==> config.mk <==
export PLATFORM = sky130hd
export DESIGN_NAME = fixed_capacity_multiset_bag
export DESIGN_NICKNAME = d
export VERILOG_FILES = /design/src/sv/fcmb_pkg.sv /design/src/sv/fixed_capacity_multiset_bag.sv /design/src/sv/fcmb_ram.sv /design/src/sv/fcmb_ctrl.sv /design/src/sv/fcmb_dpath.sv
export SDC_FILE = /design/constraint.sdc
export NUM_CORES = 1
export LEC_CHECK = 0
export BUFFER_PORTS_ARGS = -buffer_cell sky130_fd_sc_hd__clkbuf_2
export CAP_MARGIN = 20
export CORE_MARGIN = 8
export CORE_UTILIZATION = 58
export CTS_BUF_LIST = sky130_fd_sc_hd__clkbuf_4 sky130_fd_sc_hd__clkbuf_8
export CTS_CLUSTER_SIZE = 28
export DETAILED_ROUTE_END_ITERATION = 12
export GPL_ROUTABILITY_DRIVEN = 0
export GPL_TIMING_DRIVEN = 0
export PLACE_DENSITY = 0.78
export SYNTH_ARGS = -nofsm -noshare
export SYNTH_HDL_FRONTEND = slang
export SYNTH_HIERARCHICAL = 1
export SYNTH_SLANG_ARGS = --single-unit
==> constraint.sdc <==
create_clock -name clock -period 4.89 [get_ports clock]
set_input_delay 0.978 -clock clock [delete_from_list [all_inputs] [get_ports clock]]
set_output_delay 0.978 -clock clock [all_outputs]
set_load 0.05 [all_outputs]
==> src/sv/fcmb_pkg.sv <==
`default_nettype none

package fcmb_pkg;

   localparam int CMD_W   = 3;
   localparam int VALUE_W = 32;
   localparam int COUNT_W = 5;

   typedef enum logic [CMD_W-1:0] {
      CMD_ADD      = 3'd0,
      CMD_REMOVE   = 3'd1,
      CMD_COUNT    = 3'd2,
      CMD_CONTAINS = 3'd3,
      CMD_CLEAR    = 3'd4,
      CMD_DUMP     = 3'd5
   } cmd_type;

   typedef struct packed {
      logic accept;
      logic decode_do;
      logic scan_start;
      logic scan_run;
      logic rmv_rd;
      logic rmv_wr;
      logic dump_load;
      logic fin_load;
   } ctrl_cmd_type;

   typedef struct packed {
      logic is_add;
      logic is_remove;
      logic is_count;
      logic is_contains;
      logic is_clear;
      logic is_dump;
      logic occ_zero;
      logic scan_done;
      logic found;
      logic out_free;
      logic dump_last;
   } dp_status_type;

endpackage

`default_nettype wire

==> src/sv/fixed_capacity_multiset_bag.sv <==
`default_nettype none

// Unordered multiset of up to CAPACITY values in a single-port-read RAM plus an
// occupancy count. One request word is taken at a time; the next is accepted the
// cycle after the previous command has placed its last response word in the output
// register, so a response may still be waiting when the next request goes in. Add,
// clear, unknown commands and a dump of an empty bag go from decode straight to
// the final state, which loads their response. Remove, count and contains walk
// the stored entries one per cycle through the RAM read port; a remove that finds
// its value then reads the last entry and writes it over the match (move-last).
// Dump streams one response word per cycle when the output side keeps up; an empty
// bag gives a single word with entry_valid low; a load waits on an output stall.
// The store is not cleared after reset: only entries below the occupancy are read.

module fixed_capacity_multiset_bag #(
   parameter int CAPACITY   = 16,
   parameter int ITEM_WIDTH = 32
) (
   input  wire logic                              clock,
   input  wire logic                              reset,
   input  wire logic                              req_valid,
   output      logic                              req_ready,
   input  wire logic [fcmb_pkg::CMD_W-1:0]        req_cmd,
   input  wire logic [fcmb_pkg::VALUE_W-1:0]      req_value,
   output      logic                              rsp_valid,
   input  wire logic                              rsp_ready,
   output      logic                              rsp_ok,
   output      logic [fcmb_pkg::COUNT_W-1:0]      rsp_frequency,
   output      logic [fcmb_pkg::COUNT_W-1:0]      rsp_size,
   output      logic                              rsp_is_empty,
   output      logic [fcmb_pkg::VALUE_W-1:0]      rsp_entry,
   output      logic                              rsp_entry_valid,
   output      logic                              rsp_last
);

   fcmb_pkg::ctrl_cmd_type  cmd;
   fcmb_pkg::dp_status_type status;

   fcmb_ctrl u_ctrl (
      .clock     (clock),
      .reset     (reset),
      .req_valid (req_valid),
      .req_ready (req_ready),
      .status    (status),
      .cmd       (cmd)
   );

   fcmb_dpath #(
      .CAPACITY   (CAPACITY),
      .ITEM_WIDTH (ITEM_WIDTH)
   ) u_dpath (
      .clock           (clock),
      .reset           (reset),
      .req_cmd         (req_cmd),
      .req_value       (req_value),
      .cmd             (cmd),
      .status          (status),
      .rsp_valid       (rsp_valid),
      .rsp_ready       (rsp_ready),
      .rsp_ok          (rsp_ok),
      .rsp_frequency   (rsp_frequency),
      .rsp_size        (rsp_size),
      .rsp_is_empty    (rsp_is_empty),
      .rsp_entry       (rsp_entry),
      .rsp_entry_valid (rsp_entry_valid),
      .rsp_last        (rsp_last)
   );

endmodule

`default_nettype wire

==> src/sv/fcmb_ram.sv <==
`default_nettype none

module fcmb_ram #(
   parameter  int WIDTH  = 32,
   parameter  int DEPTH  = 16,
   localparam int ADDR_W = (DEPTH > 1) ? $clog2(DEPTH) : 1
) (
   input  wire logic                   clock,
   input  wire logic                   wr_en,
   input  wire logic [ADDR_W-1:0]      wr_addr,
   input  wire logic [WIDTH-1:0]       wr_data,
   input  wire logic [ADDR_W-1:0]      rd_addr,
   output      logic [WIDTH-1:0]       rd_data
);

   logic [WIDTH-1:0] mem_ff [DEPTH];
   logic [WIDTH-1:0] rd_data_ff;

   always_ff @(posedge clock) begin
      if (wr_en) begin
         mem_ff[wr_addr] <= wr_data;
      end
      rd_data_ff <= mem_ff[rd_addr];
   end

   assign rd_data = rd_data_ff;

endmodule

`default_nettype wire

==> src/sv/fcmb_ctrl.sv <==
`default_nettype none

module fcmb_ctrl (
   input  wire logic                   clock,
   input  wire logic                   reset,
   input  wire logic                   req_valid,
   output      logic                   req_ready,
   input  wire fcmb_pkg::dp_status_type status,
   output      fcmb_pkg::ctrl_cmd_type  cmd
);

   typedef enum logic [7:0] {
      ST_IDLE    = 8'b0000_0001,
      ST_DECODE  = 8'b0000_0010,
      ST_SCAN    = 8'b0000_0100,
      ST_RMV_RD  = 8'b0000_1000,
      ST_RMV_WR  = 8'b0001_0000,
      ST_DUMP_RD = 8'b0010_0000,
      ST_DUMP_LD = 8'b0100_0000,
      ST_FIN     = 8'b1000_0000
   } state_type;

   state_type state_ff, state_in;

   assign req_ready = (state_ff == ST_IDLE);

   always_comb begin
      state_in = state_ff;
      cmd      = '0;
      unique case (state_ff)
         ST_IDLE: begin
            if (req_valid) begin
               cmd.accept = 1'b1;
               state_in   = ST_DECODE;
            end
         end
         ST_DECODE: begin
            cmd.decode_do  = 1'b1;
            cmd.scan_start = 1'b1;
            if (status.is_remove || status.is_count || status.is_contains) begin
               state_in = ST_SCAN;
            end else if (status.is_dump && !status.occ_zero) begin
               state_in = ST_DUMP_RD;
            end else begin
               state_in = ST_FIN;
            end
         end
         ST_SCAN: begin
            cmd.scan_run = 1'b1;
            if (status.scan_done) begin
               state_in = (status.is_remove && status.found) ? ST_RMV_RD : ST_FIN;
            end
         end
         ST_RMV_RD: begin
            cmd.rmv_rd = 1'b1;
            state_in   = ST_RMV_WR;
         end
         ST_RMV_WR: begin
            cmd.rmv_wr = 1'b1;
            state_in   = ST_FIN;
         end
         ST_DUMP_RD: begin
            state_in = ST_DUMP_LD;
         end
         ST_DUMP_LD: begin
            if (status.out_free) begin
               cmd.dump_load = 1'b1;
               if (status.dump_last) begin
                  state_in = ST_IDLE;
               end
            end
         end
         ST_FIN: begin
            if (status.out_free) begin
               cmd.fin_load = 1'b1;
               state_in     = ST_IDLE;
            end
         end
         default: begin
            state_in = ST_IDLE;
         end
      endcase
   end

   always_ff @(posedge clock) begin
      if (reset) begin
         state_ff <= ST_IDLE;
      end else begin
         state_ff <= state_in;
      end
   end

endmodule

`default_nettype wire

==> src/sv/fcmb_dpath.sv <==
`default_nettype none

module fcmb_dpath #(
   parameter int CAPACITY   = 16,
   parameter int ITEM_WIDTH = 32
) (
   input  wire logic                              clock,
   input  wire logic                              reset,
   input  wire logic [fcmb_pkg::CMD_W-1:0]        req_cmd,
   input  wire logic [fcmb_pkg::VALUE_W-1:0]      req_value,
   input  wire fcmb_pkg::ctrl_cmd_type            cmd,
   output      fcmb_pkg::dp_status_type           status,
   output      logic                              rsp_valid,
   input  wire logic                              rsp_ready,
   output      logic                              rsp_ok,
   output      logic [fcmb_pkg::COUNT_W-1:0]      rsp_frequency,
   output      logic [fcmb_pkg::COUNT_W-1:0]      rsp_size,
   output      logic                              rsp_is_empty,
   output      logic [fcmb_pkg::VALUE_W-1:0]      rsp_entry,
   output      logic                              rsp_entry_valid,
   output      logic                              rsp_last
);

   localparam int STORE_W = (ITEM_WIDTH < fcmb_pkg::VALUE_W) ? ITEM_WIDTH : fcmb_pkg::VALUE_W;
   localparam int CNT_W   = $clog2(CAPACITY + 1);
   localparam int IDX_W   = (CAPACITY > 1) ? $clog2(CAPACITY) : 1;
   localparam logic [CNT_W-1:0] CAP_CNT = CNT_W'(CAPACITY);
   localparam logic [CNT_W-1:0] ONE_CNT = CNT_W'(1);

   logic [fcmb_pkg::CMD_W-1:0] cmd_ff;
   logic [STORE_W-1:0]         value_ff;
   logic [CNT_W-1:0]           occ_ff;
   logic [CNT_W-1:0]           rd_idx_ff;
   logic                       cmp_vld_ff;
   logic [IDX_W-1:0]           cmp_idx_ff;
   logic [CNT_W-1:0]           freq_ff;
   logic                       found_ff;
   logic [IDX_W-1:0]           found_idx_ff;
   logic                       add_ok_ff;

   logic                       rsp_valid_ff;
   logic                       rsp_ok_ff;
   logic [fcmb_pkg::COUNT_W-1:0] rsp_frequency_ff;
   logic [fcmb_pkg::COUNT_W-1:0] rsp_size_ff;
   logic                       rsp_is_empty_ff;
   logic [fcmb_pkg::VALUE_W-1:0] rsp_entry_ff;
   logic                       rsp_entry_valid_ff;
   logic                       rsp_last_ff;

   logic                       ram_we;
   logic [IDX_W-1:0]           ram_waddr;
   logic [STORE_W-1:0]         ram_wdata;
   logic [IDX_W-1:0]           ram_raddr;
   logic [STORE_W-1:0]         ram_rdata;

   logic                       is_add, is_remove, is_count, is_contains, is_clear, is_dump;
   logic                       room;
   logic                       issue;
   logic                       match;
   logic [CNT_W-1:0]           occ_dec;
   logic [CNT_W-1:0]           rd_idx_inc;
   logic                       fin_ok;

   assign is_add      = (cmd_ff == fcmb_pkg::CMD_ADD);
   assign is_remove   = (cmd_ff == fcmb_pkg::CMD_REMOVE);
   assign is_count    = (cmd_ff == fcmb_pkg::CMD_COUNT);
   assign is_contains = (cmd_ff == fcmb_pkg::CMD_CONTAINS);
   assign is_clear    = (cmd_ff == fcmb_pkg::CMD_CLEAR);
   assign is_dump     = (cmd_ff == fcmb_pkg::CMD_DUMP);

   assign room       = (occ_ff < CAP_CNT);
   assign issue      = cmd.scan_run && (rd_idx_ff < occ_ff);
   assign match      = cmp_vld_ff && (ram_rdata == value_ff);
   assign occ_dec    = occ_ff - ONE_CNT;
   assign rd_idx_inc = rd_idx_ff + ONE_CNT;

   always_comb begin
      priority if (cmd.rmv_rd) begin
         ram_raddr = occ_dec[IDX_W-1:0];
      end else if (cmd.dump_load) begin
         ram_raddr = rd_idx_inc[IDX_W-1:0];
      end else begin
         ram_raddr = rd_idx_ff[IDX_W-1:0];
      end
   end

   always_comb begin
      ram_we    = 1'b0;
      ram_waddr = occ_ff[IDX_W-1:0];
      ram_wdata = value_ff;
      if (cmd.decode_do && is_add && room) begin
         ram_we = 1'b1;
      end else if (cmd.rmv_wr) begin
         ram_we    = 1'b1;
         ram_waddr = found_idx_ff;
         ram_wdata = ram_rdata;
      end
   end

   fcmb_ram #(
      .WIDTH (STORE_W),
      .DEPTH (CAPACITY)
   ) u_store (
      .clock   (clock),
      .wr_en   (ram_we),
      .wr_addr (ram_waddr),
      .wr_data (ram_wdata),
      .rd_addr (ram_raddr),
      .rd_data (ram_rdata)
   );

   always_ff @(posedge clock) begin
      if (cmd.accept) begin
         cmd_ff   <= req_cmd;
         value_ff <= req_value[STORE_W-1:0];
      end
      if (cmd.decode_do) begin
         add_ok_ff <= room;
      end
      if (cmd.scan_start) begin
         rd_idx_ff  <= '0;
         cmp_vld_ff <= 1'b0;
         freq_ff    <= '0;
         found_ff   <= 1'b0;
      end else begin
         if (cmd.scan_run) begin
            cmp_vld_ff <= issue;
            cmp_idx_ff <= rd_idx_ff[IDX_W-1:0];
            if (issue) begin
               rd_idx_ff <= rd_idx_inc;
            end
            if (match) begin
               freq_ff <= freq_ff + ONE_CNT;
               if (!found_ff) begin
                  found_ff     <= 1'b1;
                  found_idx_ff <= cmp_idx_ff;
               end
            end
         end
         if (cmd.dump_load) begin
            rd_idx_ff <= rd_idx_inc;
         end
      end
   end

   always_ff @(posedge clock) begin
      if (reset) begin
         occ_ff <= '0;
      end else if (cmd.decode_do && is_add && room) begin
         occ_ff <= occ_ff + ONE_CNT;
      end else if (cmd.decode_do && is_clear) begin
         occ_ff <= '0;
      end else if (cmd.rmv_wr) begin
         occ_ff <= occ_dec;
      end
   end

   always_comb begin
      priority if (is_add) begin
         fin_ok = add_ok_ff;
      end else if (is_clear) begin
         fin_ok = 1'b1;
      end else if (is_remove || is_contains) begin
         fin_ok = found_ff;
      end else begin
         fin_ok = 1'b0;
      end
   end

   always_ff @(posedge clock) begin
      if (reset) begin
         rsp_valid_ff <= 1'b0;
      end else if (cmd.fin_load || cmd.dump_load) begin
         rsp_valid_ff <= 1'b1;
      end else if (rsp_ready) begin
         rsp_valid_ff <= 1'b0;
      end
   end

   always_ff @(posedge clock) begin
      if (cmd.fin_load) begin
         rsp_ok_ff          <= fin_ok;
         rsp_frequency_ff   <= is_count ? fcmb_pkg::COUNT_W'(freq_ff) : '0;
         rsp_size_ff        <= fcmb_pkg::COUNT_W'(occ_ff);
         rsp_is_empty_ff    <= (occ_ff == '0);
         rsp_entry_ff       <= '0;
         rsp_entry_valid_ff <= 1'b0;
         rsp_last_ff        <= 1'b1;
      end else if (cmd.dump_load) begin
         rsp_ok_ff          <= 1'b1;
         rsp_frequency_ff   <= '0;
         rsp_size_ff        <= fcmb_pkg::COUNT_W'(occ_ff);
         rsp_is_empty_ff    <= (occ_ff == '0);
         rsp_entry_ff       <= fcmb_pkg::VALUE_W'(ram_rdata);
         rsp_entry_valid_ff <= 1'b1;
         rsp_last_ff        <= (rd_idx_inc == occ_ff);
      end
   end

   assign status.is_add      = is_add;
   assign status.is_remove   = is_remove;
   assign status.is_count    = is_count;
   assign status.is_contains = is_contains;
   assign status.is_clear    = is_clear;
   assign status.is_dump     = is_dump;
   assign status.occ_zero    = (occ_ff == '0);
   assign status.scan_done   = !(rd_idx_ff < occ_ff) && !cmp_vld_ff;
   assign status.found       = found_ff;
   assign status.out_free    = !rsp_valid_ff || rsp_ready;
   assign status.dump_last   = (rd_idx_inc == occ_ff);

   assign rsp_valid       = rsp_valid_ff;
   assign rsp_ok          = rsp_ok_ff;
   assign rsp_frequency   = rsp_frequency_ff;
   assign rsp_size        = rsp_size_ff;
   assign rsp_is_empty    = rsp_is_empty_ff;
   assign rsp_entry       = rsp_entry_ff;
   assign rsp_entry_valid = rsp_entry_valid_ff;
   assign rsp_last        = rsp_last_ff;

endmodule

`default_nettype wire

==> out/metrics.cfg, run 1 <==
[power]
peakVddDrop_uv=283.7
power.internal_mw=10.03
power.density_nw_per_um2=465.9
share_clk_of_total_power_pct=34.1
p_leak_nw=9.757
power.share.combinational_pct=17.2
share_of_total_power_in_sequential_cells_pct=48.7
report.power.total_mw=13.66
switchingPower_mw=3.625
switching_share_pct=26.54

[clocking]
holdBufCountCts=0
clk-insertion-delay-late_ns=0.69
worst_setup_hold_path_clk_slew_ns=0.06
max-clock-path-buffers=3
cts-resized-gates=0
cts_max_level=3
cts_setup_buffers=0
cts.sinks=660
cts_buffers=98
clock_tree_from_tritoncts=yes
clock_tree.root_cell=clkbuf_8

[global_route]
grtUsageTotal_pct=23.45
grt_use_met3_pct=5.296
pin_count_of_the_biggest_net_entering_global_routing=22
gr-total-overflow=0
wire_length_of_the_first_global_routing_pass_mm=86.88
met1_usage_grt_pct=32.44
antenna_found_initial=0
global_route.usage.met2_pct=35.61
vias_in_the_first_global_route=13740
grt-busiest-layer=met2

[sta]
timing.slew.headroom_pct=27.83
slew_violations=0
skew_ns=0.03559
report.final.setup_viol=0
final.min_clock_period_ns=4.466
rsz0062_at_grt=no
timing_hold_violations_final=0
max_slew.worst_pin.slew_ns=1.077
final.period_utilization_pct=91.33
max_freq_mhz=223.9

[worst_setup_path]
worst_setup_path_end_kind=flip-flop
worstSetupPathType=reg2reg
worst_r2r_path_depth=14
cp_top_family=buffers and inverters
crit_path_end=u_dpath/u_store/rd_data[12]
reg2reg_to=u_dpath/u_store/rd_data[12]
critical_path_required_ns=5.49
reg2reg_from=u_ctrl/state_ff[5]
cp.depth=14
slowest_delay_ns=0.74
worst-path-max-fanout=10
timing.critical_path.cells=nor4_2 -> nor3b_2 -> nand2_1 -> nor2_1 -> clkbuf_1 -> buf_2 -> nand2_1 -> xor2_1 -> o21ai_0 -> nor2b_1 -> clkbuf_1 -> clkbuf_1 -> a22oi_1 -> nand2_1
worst_path_max_delay_cell=clkbuf_1
critPathLaunch=u_ctrl/state_ff[5]
critical_path.n_buffers_inverters=4
setup_slack_on_the_worst_flop_to_flop_path_ns=0.42
start_kind=flip-flop
critical_path_arrival_ns=5.06

[detailed_routing]
vias=13790
post-route-drc-count=0
total_length_of_routed_wires_mm=59.17
drt_pre_antenna_iters=5
vias_per_cell=6.210
postRouteAntennaNets=0
drt_iter0_drc=1882
wire_per_inst_microns=26.65

[floorplanning]
die_height_microns=225.5
design.die.area_sq_um=50860
fp.coreArea_sq_um=43170
die_width_microns=225.5
start_util_pct=58.98
placement_rows=76
num_io_pins=87

[yosys]
synth_fp_nets=1385
syn-cell-area_sq_um=25460
synth_cells=1337
synth.yosys.warnings=6
postSynthAreaPerCell_sq_um=19.04

[placed_design]
dpl.cell_count=2035
port_buffers=86
dpl.hpwl_mm=38.48

[layout]
layout_common_cells=edfxtp_1 (568), mux4_2 (128), clkbuf_8 (112), dfxtp_1 (92), clkbuf_2 (86)
fin_cells=2220
post_route_cells_drive_above_1_share_pct=31.50
design.final.nets=1600
diodes=0
syn2layout_area_growth_pct=15.11
most_common_cell_after_layout_fill_and_taps_aside=edfxtp_1

[status]
outcome=finished clean

[min_path]
hold_class=reg2reg

[job]
max-cap-violations=0

[cell type report]
| cell class | instances | area, sq um |
|---|---|---|
| sequential | 660 | 18900 |
| fill | 2676 | 13860 |
| multi-input combinational | 592 | 6225 |
| clock buffer | 147 | 1804 |
| timing repair buffer | 115 | 908.4 |
| tap | 585 | 732.0 |
| buffer | 71 | 402.9 |
| clock inverter | 36 | 285.3 |
| inverter | 14 | 53.80 |
[worst min-delay path by stage]
stage | from | end | slack (ns) | depth (start not counted)
4_1_cts | req_value[17] | u_dpath/value_ff[17] | 0.41 | 1
2_1_floorplan | u_dpath/cmp_idx_ff[0] | u_dpath/found_idx_ff[0] | 0.40 | 0
5_1_grt | u_dpath/cmp_idx_ff[0] | u_dpath/found_idx_ff[0] | 0.43 | 0
3_5_place_dp | u_dpath/cmp_idx_ff[2] | u_dpath/found_idx_ff[2] | 0.41 | 0
6_report | u_dpath/cmp_idx_ff[2] | u_dpath/found_idx_ff[2] | 0.43 | 0
3_3_place_gp | u_dpath/cmp_idx_ff[2] | u_dpath/found_idx_ff[2] | 0.40 | 0
[per-layer routing]
layer | part of all wire, % | wire [microns]
met2 | 46 | 27180
met3 | 11 | 6424
met1 | 39 | 23030
met5 | 0 | 0
met4 | 4.3 | 2539
[per-stage QoR]
step / worst slack [ns] / setup TNS [ns] / area [sq um] / utilization [%] / hold WS [ns]
6_report: 0.4238 / 0 / 29310 / 67.89 / 0.4268
5_1_grt: 0.2934 / 0 / 29310 / 67.89 / 0.4330
4_1_cts: 0.2138 / 0 / 29300 / 67.87 / 0.4131
3_5_place_dp: 0.2413 / 0 / 27210 / 63.03 / 0.4135
3_3_place_gp: -2.768 / -694.89 / 26630 / 61.68 / 0.4033
2_1_floorplan: 0.2346 / 0 / 25470 / - / 0.4003
[registers in the layout, indices dropped and copies added (netlist names)]
register,flops
u_dpath/rsp_entry,32
u_dpath/rsp_ok,1
u_dpath/cmd_ff,3
u_dpath/rsp_valid,1
u_dpath/rd_idx_ff,5
u_dpath/rsp_frequency,5
u_dpath/found_idx_ff,4
u_dpath/rsp_size,5
u_dpath/rsp_is_empty,1
u_dpath/cmp_vld_ff,1
u_ctrl/state_ff,8
u_dpath/occ_ff,5
u_dpath/cmp_idx_ff,4
u_dpath/u_store/mem_ff,512
u_dpath/freq_ff,5
u_dpath/add_ok_ff,1
u_dpath/found_ff,1
u_dpath/u_store/rd_data,32
u_dpath/rsp_entry_valid,1
u_dpath/value_ff,32
u_dpath/rsp_last,1
[power by group through the flow]
stage / Sequential [mW] / Combinational, mW / Clock [mW]
2_1_floorplan: 6.69 / 1.64 / 0
3_3_place_gp: 6.75 / 2.29 / 0
3_5_place_dp: 6.76 / 2.35 / 0
4_1_cts: 6.64 / 2.36 / 4.72
5_1_grt: 6.67 / 2.50 / 4.96
6_report: 6.64 / 2.35 / 4.66
(Power assumes the default switching activity.)
==> run 2, diff against run 1 <==
--- a/config.mk
+++ b/config.mk
@@ -7,14 +7,16 @@
 export LEC_CHECK = 0
 export BUFFER_PORTS_ARGS = -buffer_cell sky130_fd_sc_hd__clkbuf_2
 export CAP_MARGIN = 20
+export CELL_PAD_IN_SITES_DETAIL_PLACEMENT = 1
+export CELL_PAD_IN_SITES_GLOBAL_PLACEMENT = 1
 export CORE_MARGIN = 8
-export CORE_UTILIZATION = 58
+export CORE_UTILIZATION = 51
 export CTS_BUF_LIST = sky130_fd_sc_hd__clkbuf_4 sky130_fd_sc_hd__clkbuf_8
 export CTS_CLUSTER_SIZE = 28
 export DETAILED_ROUTE_END_ITERATION = 12
 export GPL_ROUTABILITY_DRIVEN = 0
 export GPL_TIMING_DRIVEN = 0
-export PLACE_DENSITY = 0.78
+export PLACE_DENSITY_LB_ADDON = 0.1
 export SYNTH_ARGS = -nofsm -noshare
 export SYNTH_HDL_FRONTEND = slang
 export SYNTH_HIERARCHICAL = 1
==> out/metrics.cfg, run 2 (synthesis results as in run 1) <==
[worst_setup_path]
worstSetupPathType=reg2reg
critical_path_arrival_ns=5.23
critical_path_required_ns=5.43
worst-path-max-fanout=10
start_kind=flip-flop
worst_setup_path_end_kind=flip-flop

[clocking]
max-clock-path-buffers=3
cts_max_level=3
clock_tree.root_cell=clkbuf_8
worst_setup_hold_path_clk_slew_ns=0.06
clock_tree_from_tritoncts=yes
clk-insertion-delay-late_ns=0.70
cts_buffers=109
cts.sinks=660

[layout]
design.final.nets=1616
fin_cells=2334
layout_common_cells=edfxtp_1 (568), clkbuf_8 (128), mux4_2 (128), dfxtp_1 (92), clkbuf_2 (86)
largest_register=u_dpath/u_store/mem_ff
most_common_cell_after_layout_fill_and_taps_aside=edfxtp_1
post_route_cells_drive_above_1_share_pct=31.95
finished_cell_area_sq_um=29710
largest_register_ffs=512
multi_input_area_sq_um=6225
num-fill-cells=4403
diodes=0
syn2layout_area_growth_pct=16.70
area.sequential_sq_um=18900

[floorplanning]
fp.coreArea_sq_um=49760
die_height_microns=239.4
num_io_pins=87
design.die.area_sq_um=57330
placement_rows=82
die_width_microns=239.4
start_util_pct=51.17

[min_path]
hold_class=reg2reg

[detailed_routing]
drt_iter0_drc=1127
vias_per_cell=5.938
total_length_of_routed_wires_mm=68.64
vias=13860
post-route-drc-count=0
wire_per_inst_microns=29.41
drt_pre_antenna_iters=4
postRouteAntennaNets=0

[global_route]
gr-total-overflow=0
pin_count_of_the_biggest_net_entering_global_routing=25
antenna_found_initial=3
vias_in_the_first_global_route=14680
wire_length_of_the_first_global_routing_pass_mm=99.30
grtUsageTotal_pct=24.20

[placed_design]
placement.setup.worst_slack_ns=0.07755
dpl.hpwl_mm=44.55
placed_cell_area_sq_um=27380
port_buffers=86
dpl.cell_count=2124

[power]
power.density_nw_per_um2=472.1
p_leak_nw=9.896
switching_share_pct=27.36
share_clk_of_total_power_pct=35.2
switchingPower_mw=3.838
share_of_total_power_in_sequential_cells_pct=47.4
peakVddDrop_uv=275.4
power.internal_mw=10.19
power.share.combinational_pct=17.5

[sta]
timing_hold_violations_final=0
final.period_utilization_pct=96.07
skew_ns=0.03018
max_slew.worst_pin.slew_ns=1.126
setup_ws_ns=0.1920
timing.slew.headroom_pct=24.96
slew_violations=0
report.final.setup_viol=0
final.min_clock_period_ns=4.698
max_freq_mhz=212.9
rsz0062_at_grt=no

[job]
max-cap-violations=0

[status]
outcome=finished clean

[run 2: changes by cell type in the layout (fill, tap and decap cells not counted), sizes merged]
cell    previous run  this run
bufinv             4         2
inv               17        15
clkbuf           261       275
clkinv            28        40
buf               71        76
[run 2: per-stage QoR]
stage,hold WS [ns],power [mW],utilization [%],TNS [ns]
final,0.4250,14.03,59.71,0
after global routing,0.4241,14.52,59.71,0
after CTS,0.4132,14.15,59.57,0
after global placement,0.4077,9.147,53.73,-937.49
after floorplan,0.4003,8.333,-,0
after detailed placement,0.4146,9.220,55.02,0
[run 2: repair_timing]
item	in CTS	in global routing
buffers inserted	0	3
endpoints found under the setup margin	0	57
resized for setup	0	1
hold endpoints to repair	0	0
hold buffers	0	0
[run 2: layout make-up]
class | instances | area share, %
Sequential cell | 660 | 63.60
Clock inverter | 44 | 0.8548
Timing Repair Buffer | 120 | 3.466
Inverter | 14 | 0.1811
Clock buffer | 161 | 6.763
Buffer | 71 | 1.356
Multi-Input combinational cell | 592 | 20.95
Tap cell | 672 | 2.830
[run 2: worst paths after layout]
kind | startpoint | cells past startpoint | slack (ns) | end
max | u_ctrl/state_ff[5] | 13 | 0.19 | u_dpath/u_store/rd_data[21]
min | u_dpath/cmp_idx_ff[0] | 0 | 0.43 | u_dpath/found_idx_ff[0]
max reg2reg | u_ctrl/state_ff[5] | 13 | 0.19 | u_dpath/u_store/rd_data[21]
min reg2reg | u_dpath/cmp_idx_ff[0] | 0 | 0.43 | u_dpath/found_idx_ff[0]
[run 2: critical path, stage by stage, from the launching register on]
cell and delay [ns]:
dfxtp_1 0.35, nor4_2 0.35, nor3b_2 0.36, nand2_1 0.12, nor2_1 0.13, clkbuf_1 0.31, buf_2 0.44, a211oi_1 0.13
a21oi_1 0.23, clkbuf_1 0.84, buf_2 0.49, mux4_2 0.38, a22oi_1 0.24, nand2_1 0.15
[run 2: layer usage]
metal / wire length, microns / share of wire [%] / vias up / global-route usage [%]
li1: - / - / 5822 / -
met1: 28450 / 41 / 7399 / 32.24
met2: 33510 / 49 / 529 / 39.37
met3: 4750 / 6.9 / 109 / 5.131
met4: 1924 / 2.8 / 0 / 8.637
met5: 0 / 0 / - / 0
[run 2: power by group through the flow]
stage	logic (mW)	registers, mW	clock network (mW)
3_5_place_dp	2.47	6.75	0
4_1_cts	2.48	6.64	5.04
2_1_floorplan	1.64	6.69	0
6_report	2.45	6.64	4.93
3_3_place_gp	2.40	6.75	0
5_1_grt	2.61	6.66	5.25
==> run 3, diff against run 2 <==
--- a/config.mk
+++ b/config.mk
@@ -10,7 +10,7 @@
 export CELL_PAD_IN_SITES_DETAIL_PLACEMENT = 1
 export CELL_PAD_IN_SITES_GLOBAL_PLACEMENT = 1
 export CORE_MARGIN = 8
-export CORE_UTILIZATION = 51
+export CORE_UTILIZATION = 56
 export CTS_BUF_LIST = sky130_fd_sc_hd__clkbuf_4 sky130_fd_sc_hd__clkbuf_8
 export CTS_CLUSTER_SIZE = 28
 export DETAILED_ROUTE_END_ITERATION = 12
==> constraint.sdc (replaced) <==
create_clock -name clock -period 5.4 [get_ports clock]
set_input_delay 1.08 -clock clock [delete_from_list [all_inputs] [get_ports clock]]
set_output_delay 1.08 -clock clock [all_outputs]
set_load 0.05 [all_outputs]
==> out/metrics.cfg, run 3 (synthesis results as in run 1) <==
[clocking]
worst_setup_hold_path_clk_slew_ns=0.07
holdBufCountCts=0
cts.sinks=660
clock_tree_from_tritoncts=yes
max-clock-path-buffers=3
cts_max_level=3
clock_tree.root_cell=clkbuf_8
cts_setup_buffers=0
clk-insertion-delay-late_ns=0.68
cts_buffers=102
cts-resized-gates=0

[worst_setup_path]
start_kind=flip-flop
worstSetupPathType=reg2reg
critical_path_arrival_ns=5.09
setup_slack_on_the_worst_flop_to_flop_path_ns=0.87
critical_path.n_buffers_inverters=4
worst_path_max_delay_cell=buf_1
timing.critical_path.cells=nor4_2 -> nor3b_2 -> nand2_1 -> nor2_1 -> clkbuf_1 -> buf_2 -> a211oi_1 -> a21oi_1 -> buf_2 -> buf_1 -> mux4_2 -> a22oi_1 -> nand2_1
critical_path_required_ns=5.96
slowest_delay_ns=0.84
worst-path-max-fanout=10
cp_top_family=buffers and inverters
worst_setup_path_end_kind=flip-flop

[detailed_routing]
drt_pre_antenna_iters=5
total_length_of_routed_wires_mm=67.29
post-route-drc-count=0
vias=13910
postRouteAntennaNets=0
vias_per_cell=6.196
drt_iter0_drc=1280
wire_per_inst_microns=29.97

[layout]
largest_register=u_dpath/u_store/mem_ff
layout_common_cells=edfxtp_1 (568), mux4_2 (128), clkbuf_8 (121), dfxtp_1 (92), clkbuf_2 (86)
syn2layout_area_growth_pct=15.67
multi_input_area_sq_um=6218
fin_cells=2245
largest_register_ffs=512
design.final.nets=1605
num-fill-cells=3891
post_route_cells_drive_above_1_share_pct=32.16
area.sequential_sq_um=18900
most_common_cell_after_layout_fill_and_taps_aside=edfxtp_1
diodes=0

[global_route]
wire_length_of_the_first_global_routing_pass_mm=98.93
grtUsageTotal_pct=25.63
vias_in_the_first_global_route=14850
pin_count_of_the_biggest_net_entering_global_routing=24
antenna_found_initial=0
gr-total-overflow=0

[sta]
timing.slew.headroom_pct=28.98
final.period_utilization_pct=83.95
rsz0062_at_grt=no
final.min_clock_period_ns=4.533
slew_violations=0
setup_ws_ns=0.8665
skew_ns=0.02250
max_slew.worst_pin.slew_ns=1.065
max_freq_mhz=220.6
hold_ws_ns=0.4197
timing_hold_violations_final=0
report.final.setup_viol=0

[placed_design]
dpl.hpwl_mm=43.71
dpl.cell_count=2053
placement.setup.worst_slack_ns=0.7667
port_buffers=86

[power]
report.power.total_mw=12.64
peakVddDrop_uv=290.1
p_leak_nw=9.828
power.density_nw_per_um2=429.1

[floorplanning]
placement_rows=78
start_util_pct=56.47
die_width_microns=229.2
num_io_pins=87
die_height_microns=229.2
design.die.area_sq_um=52550
fp.coreArea_sq_um=45090

[job]
max-cap-violations=0

[min_path]
hold_class=reg2reg

[status]
outcome=finished clean

## run 3: power by group
part / leakage, nW / switching, mW / internal, mW
clock: 1.19 / 1.94 / 2.48
combinational: 2.75 / 1.26 / 0.939
sequential: 5.89 / 0.215 / 5.81
## run 3: stage by stage
step / TNS (ns) / util [%] / instance area, sq um
global route: 0 / 65.32 / 29450
global placement: -669.45 / 59.09 / 26640
detailed placement: 0 / 60.41 / 27240
CTS: 0 / 65.32 / 29450
finish: 0 / 65.32 / 29450
floorplan: 0 / - / 25460
## run 3: worst reg2reg max path: cells and delay by family, from the launching register on
family	cells	cell delay (ns)
buffers and inverters	4	1.94
AND/OR/NAND/NOR	5	1.05
AO/OA/AOI/OAI	3	0.63
multiplexers	1	0.44
flip-flops	1	0.35
## run 3: worst paths after layout
| kind | start | endpoint | cells past startpoint |
|---|---|---|---|
| max reg2reg | u_ctrl/state_ff[5] | u_dpath/u_store/rd_data[14] | 13 |
| min reg2reg | u_dpath/cmp_idx_ff[3] | u_dpath/found_idx_ff[3] | 0 |
| min | u_dpath/cmp_idx_ff[3] | u_dpath/found_idx_ff[3] | 0 |
| max | u_ctrl/state_ff[5] | u_dpath/u_store/rd_data[14] | 13 |
## run 3: final cells by class
| type | count | share of cell area (%) |
|---|---|---|
| Multi-Input combinational cell | 592 | 21.11 |
| Tap cell | 600 | 2.549 |
| Timing Repair Buffer | 116 | 3.110 |
| Inverter | 14 | 0.1827 |
| Clock inverter | 28 | 0.7604 |
| Clock buffer | 164 | 6.751 |
| Sequential cell | 660 | 64.17 |
| Buffer | 71 | 1.368 |
## run 3: routing by layer
layer	wire length (microns)	track usage (%)
met5	0	0
met4	1688	8.289
met3	5374	4.784
met2	33420	42.94
met1	26800	33.83
